## src/rtl/core/urpi_pkg.sv

```systemverilog
// Shared types, constants and the range band table of the proximity indicator.
`default_nettype none
package urpi_pkg;

  localparam int DEFAULT_COUNT_BITS = 16;

  // Echo ticks are scaled by 125/232 to give centimetres.
  localparam int CM_NUMER = 125;
  localparam int CM_DENOM = 232;

  localparam int QUEUE_DEPTH = 2;
  localparam int QPTR_W      = 1;
  localparam int QCNT_W      = 2;

  localparam int CFG_ADDR_W = 2;
  localparam int CFG_DATA_W = 10;

  localparam logic [CFG_ADDR_W-1:0] CFG_TICKS_PER_MS    = 2'd0;
  localparam logic [CFG_ADDR_W-1:0] CFG_TRIGGER_HIGH_MS = 2'd1;
  localparam logic [CFG_ADDR_W-1:0] CFG_TRIGGER_LOW_MS  = 2'd2;

  localparam logic [7:0] RST_TICKS_PER_MS    = 8'd32;
  localparam logic [7:0] RST_TRIGGER_HIGH_MS = 8'd1;
  localparam logic [9:0] RST_TRIGGER_LOW_MS  = 10'd60;

  localparam logic [2:0] LED_RED   = 3'b001;
  localparam logic [2:0] LED_GREEN = 3'b010;
  localparam logic [2:0] LED_BLUE  = 3'b100;

  localparam logic [15:0] STEADY_RED_CM = 16'd10;
  localparam logic [15:0] GREEN_CM      = 16'd200;
  localparam logic [15:0] BLUE_CM       = 16'd100;
  localparam logic [31:0] DIST_SAT      = 32'd65535;

  typedef struct packed {
    logic [7:0] ticks_per_ms;
    logic [7:0] trigger_high_ms;
    logic [9:0] trigger_low_ms;
  } cfg_t;

  // One classified tick handed from the front end to the blinker.
  typedef struct packed {
    logic        ms_tick;
    logic        trigger;
    logic        done;
    logic [15:0] distance;
    logic [10:0] period;
  } tick_rec_t;

  function automatic logic [10:0] band_period(input logic [31:0] d);
    logic [10:0] p;
    if (d >= 32'd200)      p = 11'd2000;
    else if (d >= 32'd180) p = 11'd1000;
    else if (d >= 32'd160) p = 11'd800;
    else if (d >= 32'd140) p = 11'd600;
    else if (d >= 32'd120) p = 11'd400;
    else if (d >= 32'd100) p = 11'd200;
    else if (d >= 32'd75)  p = 11'd1000;
    else if (d >= 32'd50)  p = 11'd800;
    else if (d >= 32'd25)  p = 11'd600;
    else                   p = 11'd400;
    return p;
  endfunction

endpackage
`default_nettype wire

```

## src/rtl/core/urpi_front.sv

```systemverilog
// Front end: millisecond prescaler, trigger sequencer and echo pulse timing.
`default_nettype none
module urpi_front import urpi_pkg::*; #(
  parameter int COUNT_BITS = DEFAULT_COUNT_BITS
) (
  input  wire logic      clk,
  input  wire logic      rst_n,
  input  wire cfg_t      cfg,
  input  wire logic      item_valid,
  input  wire logic      echo,
  input  wire logic      q_full,
  output logic           item_ready,
  output logic           q_wr,
  output tick_rec_t      q_wdata
);

  localparam logic [COUNT_BITS-1:0] CountMax = {COUNT_BITS{1'b1}};
  localparam logic [8:0] Numer = 9'(CM_NUMER);
  localparam logic [8:0] Denom = 9'(CM_DENOM);

  logic [7:0]            sub_r, sub_nxt;
  logic [9:0]            trig_cnt_r, trig_cnt_nxt;
  logic                  phase_r, phase_nxt;
  logic                  prev_r;
  logic [COUNT_BITS-1:0] cnt_r, cnt_nxt;
  // Running quotient and remainder of cnt*125/232, advanced per tick.
  logic [COUNT_BITS-1:0] quo_r, quo_nxt;
  logic [7:0]            rem_r, rem_nxt;

  logic       accept;
  logic       ms_tick;
  logic       falling;
  logic [8:0] rem_sum;
  logic [9:0] phase_len;

  assign item_ready = !q_full;
  assign accept     = item_valid && item_ready;
  assign q_wr       = accept;

  always_comb begin
    sub_nxt = sub_r + 8'd1;
    ms_tick = 1'b0;
    if (sub_nxt >= cfg.ticks_per_ms) begin
      sub_nxt = '0;
      ms_tick = 1'b1;
    end

    trig_cnt_nxt = trig_cnt_r;
    phase_nxt    = phase_r;
    phase_len    = phase_r ? {2'b00, cfg.trigger_high_ms} : cfg.trigger_low_ms;
    if (ms_tick) begin
      trig_cnt_nxt = trig_cnt_r + 10'd1;
      if (trig_cnt_nxt >= phase_len) begin
        phase_nxt    = !phase_r;
        trig_cnt_nxt = '0;
      end
    end

    cnt_nxt = cnt_r;
    quo_nxt = quo_r;
    rem_nxt = rem_r;
    rem_sum = {1'b0, rem_r} + Numer;
    if (echo && !prev_r) begin
      cnt_nxt = '0;
      quo_nxt = '0;
      rem_nxt = '0;
    end else if (prev_r && cnt_r != CountMax) begin
      cnt_nxt = cnt_r + 1'b1;
      if (rem_sum >= Denom) begin
        rem_nxt = 8'(rem_sum - Denom);
        quo_nxt = quo_r + 1'b1;
      end else begin
        rem_nxt = rem_sum[7:0];
      end
    end
    falling = !echo && prev_r;

    q_wdata.ms_tick  = ms_tick;
    q_wdata.trigger  = phase_nxt;
    q_wdata.done     = falling;
    q_wdata.distance = (32'(quo_nxt) > DIST_SAT) ? 16'hFFFF : 16'(quo_nxt);
    q_wdata.period   = band_period(32'(quo_nxt));
  end

  always_ff @(posedge clk) begin
    if (!rst_n) begin
      sub_r      <= '0;
      trig_cnt_r <= '0;
      phase_r    <= 1'b1;
      prev_r     <= 1'b0;
      cnt_r      <= '0;
      quo_r      <= '0;
      rem_r      <= '0;
    end else if (accept) begin
      sub_r      <= sub_nxt;
      trig_cnt_r <= trig_cnt_nxt;
      phase_r    <= phase_nxt;
      prev_r     <= echo;
      cnt_r      <= cnt_nxt;
      quo_r      <= quo_nxt;
      rem_r      <= rem_nxt;
    end
  end

endmodule
`default_nettype wire

```

## src/rtl/core/urpi_fifo.sv

```systemverilog
// Short queue of classified ticks between the front end and the blinker.
`default_nettype none
module urpi_fifo import urpi_pkg::*; (
  input  wire logic      clk,
  input  wire logic      rst_n,
  input  wire logic      wr,
  input  wire tick_rec_t wdata,
  input  wire logic      rd,
  output logic           full,
  output logic           not_empty,
  output tick_rec_t      rdata
);

  tick_rec_t         mem [QUEUE_DEPTH];
  logic [QPTR_W-1:0] wptr_r, rptr_r;
  logic [QCNT_W-1:0] cnt_r;

  assign full      = (cnt_r == QCNT_W'(QUEUE_DEPTH));
  assign not_empty = (cnt_r != '0);
  assign rdata     = mem[rptr_r];

  function automatic logic [QPTR_W-1:0] ptr_inc(input logic [QPTR_W-1:0] p);
    return (p == QPTR_W'(QUEUE_DEPTH - 1)) ? '0 : p + 1'b1;
  endfunction

  always_ff @(posedge clk) begin
    if (wr) begin
      mem[wptr_r] <= wdata;
    end
  end

  always_ff @(posedge clk) begin
    if (!rst_n) begin
      wptr_r <= '0;
      rptr_r <= '0;
      cnt_r  <= '0;
    end else begin
      if (wr) wptr_r <= ptr_inc(wptr_r);
      if (rd) rptr_r <= ptr_inc(rptr_r);
      if (wr && !rd)      cnt_r <= cnt_r + 1'b1;
      else if (rd && !wr) cnt_r <= cnt_r - 1'b1;
    end
  end

endmodule
`default_nettype wire

```

## src/rtl/core/urpi_back.sv

```systemverilog
// Back end: measurement registers, blink timer, LED state and the output register.
`default_nettype none
module urpi_back import urpi_pkg::*; (
  input  wire logic      clk,
  input  wire logic      rst_n,
  input  wire logic      q_valid,
  input  wire tick_rec_t q_rdata,
  output logic           q_rd,
  output logic           out_tvalid,
  input  wire logic      out_tready,
  output logic [31:0]    out_tdata
);

  logic [15:0] dist_r, dist_nxt;
  logic [10:0] period_r, period_nxt;
  logic [10:0] wait_r, wait_nxt;
  logic        waiting_r, waiting_nxt;
  logic [2:0]  led_r, led_nxt;
  logic        valid_r;
  logic [31:0] data_r;
  logic [2:0]  on_colour;

  assign q_rd       = q_valid && (!valid_r || out_tready);
  assign out_tvalid = valid_r;
  assign out_tdata  = data_r;

  always_comb begin
    dist_nxt    = dist_r;
    period_nxt  = period_r;
    wait_nxt    = wait_r;
    waiting_nxt = waiting_r;
    led_nxt     = led_r;
    on_colour   = LED_RED;

    if (q_rdata.done) begin
      dist_nxt = q_rdata.distance;
      if (q_rdata.period != period_r) waiting_nxt = 1'b0;
      period_nxt = q_rdata.period;
    end

    if (waiting_nxt && q_rdata.ms_tick) begin
      wait_nxt = wait_r + 11'd1;
      if (wait_nxt >= period_nxt) waiting_nxt = 1'b0;
    end

    if (!waiting_nxt) begin
      if (dist_nxt < STEADY_RED_CM) begin
        led_nxt = LED_RED;
      end else begin
        if (dist_nxt >= GREEN_CM)     on_colour = LED_GREEN;
        else if (dist_nxt >= BLUE_CM) on_colour = LED_BLUE;
        else                          on_colour = LED_RED;
        led_nxt = (led_r & on_colour) ^ on_colour;
        // A zero period never starts a wait, so the colour toggles every tick.
        if (period_nxt != '0) begin
          waiting_nxt = 1'b1;
          wait_nxt    = '0;
        end
      end
    end
  end

  always_ff @(posedge clk) begin
    if (!rst_n) begin
      dist_r    <= '0;
      period_r  <= '0;
      wait_r    <= '0;
      waiting_r <= 1'b0;
      led_r     <= '0;
      valid_r   <= 1'b0;
    end else begin
      if (q_rd) begin
        dist_r    <= dist_nxt;
        period_r  <= period_nxt;
        wait_r    <= wait_nxt;
        waiting_r <= waiting_nxt;
        led_r     <= led_nxt;
        valid_r   <= 1'b1;
      end else if (out_tready) begin
        valid_r <= 1'b0;
      end
    end
  end

  always_ff @(posedge clk) begin
    if (q_rd) begin
      data_r <= {period_nxt, q_rdata.done, dist_nxt,
                 led_nxt[2], led_nxt[1], led_nxt[0], q_rdata.trigger};
    end
  end

endmodule
`default_nettype wire

```

## src/rtl/core/ultrasonic_range_proximity_indicator_core.sv

```systemverilog
// Top level of the ultrasonic range proximity indicator.
//
//  channel | direction | contents
//  --------+-----------+---------------------------------------------------
//  in_     | slave     | one counter tick: the sampled echo level
//  out_    | master    | one status word per tick: trigger, LEDs, range
//  cfg_    | write     | ticks_per_ms, trigger_high_ms, trigger_low_ms
//
// A new transfer is taken each cycle while the two-entry queue has room. The
// front end writes each tick into the queue on its input transfer; the blinker
// reads it from the queue and loads the output register, which drives the
// output transfer. Reset is synchronous. A stalled output holds its word and
// backs up the queue, which then deasserts in_tready.
`default_nettype none
module ultrasonic_range_proximity_indicator_core import urpi_pkg::*; #(
  parameter int COUNT_BITS = DEFAULT_COUNT_BITS
) (
  input  wire logic                  clk,
  input  wire logic                  rst_n,
  input  wire logic                  in_tvalid,
  output logic                       in_tready,
  input  wire logic [7:0]            in_tdata,   // [0] echo_level, [7:1] zero
  output logic                       out_tvalid,
  input  wire logic                  out_tready,
  // [0] trigger_out, [1] led_red, [2] led_green, [3] led_blue,
  // [19:4] distance_cm, [20] measure_done, [31:21] blink_period_ms
  output logic [31:0]                out_tdata,
  input  wire logic                  cfg_we,
  input  wire logic [CFG_ADDR_W-1:0] cfg_addr,
  input  wire logic [CFG_DATA_W-1:0] cfg_wdata
);

  cfg_t      cfg_r;
  logic      q_full, q_not_empty, q_wr, q_rd;
  tick_rec_t q_wdata, q_rdata;

  always_ff @(posedge clk) begin
    if (!rst_n) begin
      cfg_r.ticks_per_ms    <= RST_TICKS_PER_MS;
      cfg_r.trigger_high_ms <= RST_TRIGGER_HIGH_MS;
      cfg_r.trigger_low_ms  <= RST_TRIGGER_LOW_MS;
    end else if (cfg_we) begin
      case (cfg_addr)
        CFG_TICKS_PER_MS:    cfg_r.ticks_per_ms    <= cfg_wdata[7:0];
        CFG_TRIGGER_HIGH_MS: cfg_r.trigger_high_ms <= cfg_wdata[7:0];
        CFG_TRIGGER_LOW_MS:  cfg_r.trigger_low_ms  <= cfg_wdata;
        default: ;
      endcase
    end
  end

  urpi_front #(
    .COUNT_BITS (COUNT_BITS)
  ) u_front (
    .clk        (clk),
    .rst_n      (rst_n),
    .cfg        (cfg_r),
    .item_valid (in_tvalid),
    .echo       (in_tdata[0]),
    .q_full     (q_full),
    .item_ready (in_tready),
    .q_wr       (q_wr),
    .q_wdata    (q_wdata)
  );

  urpi_fifo u_fifo (
    .clk       (clk),
    .rst_n     (rst_n),
    .wr        (q_wr),
    .wdata     (q_wdata),
    .rd        (q_rd),
    .full      (q_full),
    .not_empty (q_not_empty),
    .rdata     (q_rdata)
  );

  urpi_back u_back (
    .clk        (clk),
    .rst_n      (rst_n),
    .q_valid    (q_not_empty),
    .q_rdata    (q_rdata),
    .q_rd       (q_rd),
    .out_tvalid (out_tvalid),
    .out_tready (out_tready),
    .out_tdata  (out_tdata)
  );

endmodule
`default_nettype wire
```

## config.mk

```make
export PLATFORM = sky130hd
export DESIGN_NAME = ultrasonic_range_proximity_indicator_core
export DESIGN_NICKNAME = d
export VERILOG_FILES = /design/src/rtl/core/urpi_pkg.sv /design/src/rtl/core/urpi_front.sv /design/src/rtl/core/urpi_fifo.sv /design/src/rtl/core/urpi_back.sv /design/src/rtl/core/ultrasonic_range_proximity_indicator_core.sv
export SDC_FILE = /design/constraint.sdc
export NUM_CORES = 1
export LEC_CHECK = 0
export BUFFER_PORTS_ARGS = -buffer_cell sky130_fd_sc_hd__clkbuf_2
export CAP_MARGIN = 20
export CORE_MARGIN = 1
export CORE_UTILIZATION = 60
export DETAILED_ROUTE_END_ITERATION = 10
export HOLD_SLACK_MARGIN = 0.06
export PLACE_DENSITY = 0.78
export SLEW_MARGIN = 10
export SYNTH_ARGS = -nofsm -noshare
export SYNTH_HDL_FRONTEND = slang
export SYNTH_HIERARCHICAL = 1
export SYNTH_SLANG_ARGS = --single-unit
export TNS_END_PERCENT = 5
```

## constraint.sdc

```tcl
create_clock -name clk -period 5.2 [get_ports clk]
set_input_delay 1.3 -clock clk [delete_from_list [all_inputs] [get_ports clk]]
set_output_delay 1.3 -clock clk [all_outputs]
set_load 0.02 [all_outputs]
```

==> flow_metrics.tcl <==
set metrics [dict create \
    drive_gt1_share_pct 16.22 \
    cts_root_buf "clkbuf_16" \
    outcome "finished clean" \
    ys_warn_count 6 \
    synthArstFlopShare_pct 0 \
    crit_arrival_ns 4.31 \
    h-tree-depth 1 \
    rr_endpoint "u_fifo/mem[0][6]" \
    skew_ns 0.01505 \
    finalHoldViolCount 0 \
    clock_latency_ns 0.52 \
    start_util_pct 61.14 \
    vdd_ir_drop_max_mv 0.2781 \
    die_w_um 142.6 \
    first_global_vias 7943 \
    hold_path.class "reg -> reg" \
    rsz0062_at_grt "false" \
    ys_seq_area_share_pct 45.91 \
    antenna_found_initial 0 \
    dpl.hpwl_mm 15.30 \
    p_total_uw 5864 \
    required_ns 5.43 \
    wl_per_cell_um 15.50 \
    syn_area_um2 11860 \
    port_buffers 51 \
    r2r_cells 13 \
    cts_setup_buffers 0 \
    track_usage_pct 22.96 \
    grt_use_met2_pct 39.78 \
    synth.distinct_cells 86 \
    swShare_pct 32.92 \
    dpl_worst_slack_ns 1.205 \
    clock_path_buffers 3 \
    grt_pass1_wl_mm 38.03 \
    drt_iter0_drc 463 \
    critPathLaunchType "flop" \
    timing.critical_path.to "u_fifo/mem[0][6]" \
    max_cap_viol_count 0 \
    vias 8381 \
    layout_setup_ws_ns 1.118 \
    place_area_um2 12200 \
    syn_inst 1156 \
    finalMaxSlewViolations 0 \
    place.gp.congestion 0.9491 \
    cts_buffers 25 \
    post-route-period-util_pct 78.49 \
    drc 0 \
    core-area_um2 19400 \
    placed_cells 1420 \
    stdcell_area_um2 12990 \
    leakagePower_uw 0.005202 \
    path_class "reg -> reg" \
    clkSinkCount 226 \
    ios 59 \
    synthTopCellsByArea "edfxtp_1, dfxtp_1, nand2_1, mux2_2, mux2i_1" \
    pwr-share-comb_pct 30.8 \
    fin_nets 1246 \
    ys_ff_latch 226 \
    yosysTopAreaCell "edfxtp_1" \
    rr_startpoint "u_front/rem_r[0]" \
    cpPeakStageDelay_ns 0.53 \
    chipHeight_um 142.6 \
    fmax_mhz 245.0 \
    final_cells 1467 \
    crit_path_start "u_front/rem_r[0]" \
    cp_common_cell "ha_1" \
    dr.pass1.iters 6 \
    p_int_uw 3933 \
    synth_enable_flop_cells 92 \
    yosys.area.top_type_share_pct 23.29 \
    setup_violations 0 \
    fin_setup_tns_ns 0 \
    grt_max_degree 56 \
    crit_chain "ha_1, nor3_2, xnor2_1, ha_1, inv_1, a31o_2, o221ai_4, a21oi_1, mux2_2, o32a_1, a2bb2oi_1, o21ai_1, nand3_1" \
    antenna_cells 0 \
    min_period_ns 4.082 \
    dieArea_um2 20330 \
    path_max_fanout 13 \
    grt-ovfl-total 0 \
    cts.reportedPaths.clkPinSlew_ns 0.06 \
    area_growth_syn_to_layout_pct 9.537 \
    grt.met3_usage_pct 2.860 \
    rrSetupSlack_ns 1.12 \
    syn_area_per_cell_um2 10.26 \
    worstMarginPinSlew_ns 0.9548 \
    critPathCaptureType "flop" \
    rows 51 \
    synth_commonest_cells "nand2_1, dfxtp_1, edfxtp_1" \
    wl_mm 22.74 \
    vias_per_cell 5.713 \
    switching_power_uw 1930 \
    slew_headroom_pct 35.82 \
    synthMostInstantiatedCell "nand2_1" \
    slowest_stage "a21oi_1" \
    drtAntennaViolNets 0 \
    power_frac_clock_pct 28.5 \
    synthFlopType "dfxtp_1" \
    power_per_cell_area_nw_per_um2 451.3 \
    hold_buffers 0 \
    top_usage_layer "met2" \
    met1_usage_pct 30.25 \
    post_cts_resized 0 \
    cts_tree "done" \
    power_frac_seq_pct 40.7 \
]
[area by class of cell]
class,instances,area [um2]
fillers,1551,6407
multi-input cells,819,5898
flip-flops and latches,226,5445
clock buffers,35,673.1
repair buffers,66,367.9
well taps,265,331.6
inverters,45,168.9
clock inverters,11,106.4
[registers in the layout, summed over array words and instances, names as in the netlist, 10 cells and up, named ones only]
register / flops
u_back/wait_r: 11
u_fifo/mem: 60
u_back/out_tdata: 32
u_front/cnt_r: 16
cfg_r: 26
u_back/dist_r: 16
u_front/quo_r: 16
u_front/trig_cnt_r: 10
u_back/period_r: 11
[cell families (layout without fill, tap and decap cells)]
kind of cell,after synthesis,after routing,synth area share [%]
adders and majority gates,38,38,4.009
AOI/OAI and AO/OA,201,201,13.25
DFF,226,226,45.91
buffers and inverters,113,157,4.462
and+or+nand+nor,391,391,16.70
muxes,100,100,9.220
xor gates and xnor gates,86,86,6.414
other,1,3,0.03162
[cell usage in the layout, fill, tap and decap left out, types with 16 or more instances in the layout]
cell and instances:
o21ai_0 23, clkbuf_16 25, xnor2_1 43, nor2_1 78, nand3_1 38, edfxtp_1 92, inv_1 40, and3_1 17
nor3_1 18, o211a_1 16, dfxtp_1 134, ha_1 38, mux2_2 44, nand2_1 139, a21oi_1 49, mux2i_1 49
clkbuf_2 51, xor2_1 42
[through the flow]
stage	hold slack (ns)	util (%)
2_1_floorplan	0.4341	-
3_3_place_gp	0.4434	62.91
3_5_place_dp	0.4495	62.91
4_1_cts	0.4588	66.93
5_1_grt	0.4783	66.97
6_report	0.4566	66.97
[worst max-delay path, delay by kind of cell, from the launching register on]
family	cells	cell delay (ns)
AND/OR/NAND/NOR	2	0.48
XOR/XNOR	1	0.12
buffers and inverters	1	0.16
flip-flops	1	0.39
multiplexers	1	0.40
adder cells (fa/ha/maj)	2	0.58
AO/OA/AOI/OAI	6	1.68
[worst min path at each step]
stage                    from   endpoint  slack, ns  cells past startpoint
floorplan            cfg_r[7]   cfg_r[7]       0.43                      2
global placement    cfg_r[11]  cfg_r[11]       0.44                      2
detailed placement  cfg_r[14]  cfg_r[14]       0.45                      2
CTS                 cfg_r[20]  cfg_r[20]       0.46                      2
global route        cfg_r[20]  cfg_r[20]       0.48                      2
finish              cfg_r[20]  cfg_r[20]       0.46                      2
[routing by layer]
metal	vias up	routed length, um
met2	172	10920
li1	4188	-
met3	42	758
met5	-	0
met4	0	535
met1	3979	10520
[power by group through the flow]
stage          registers, uW  logic [uW]  clock network (uW)
2_1_floorplan           2560        1260                   0
3_3_place_gp            2410        1760                   0
3_5_place_dp            2420        1790                   0
4_1_cts                 2390        1810                1700
5_1_grt                 2420        1980                1780
6_report                2390        1810                1670
Power figures use the tool's default switching activity.
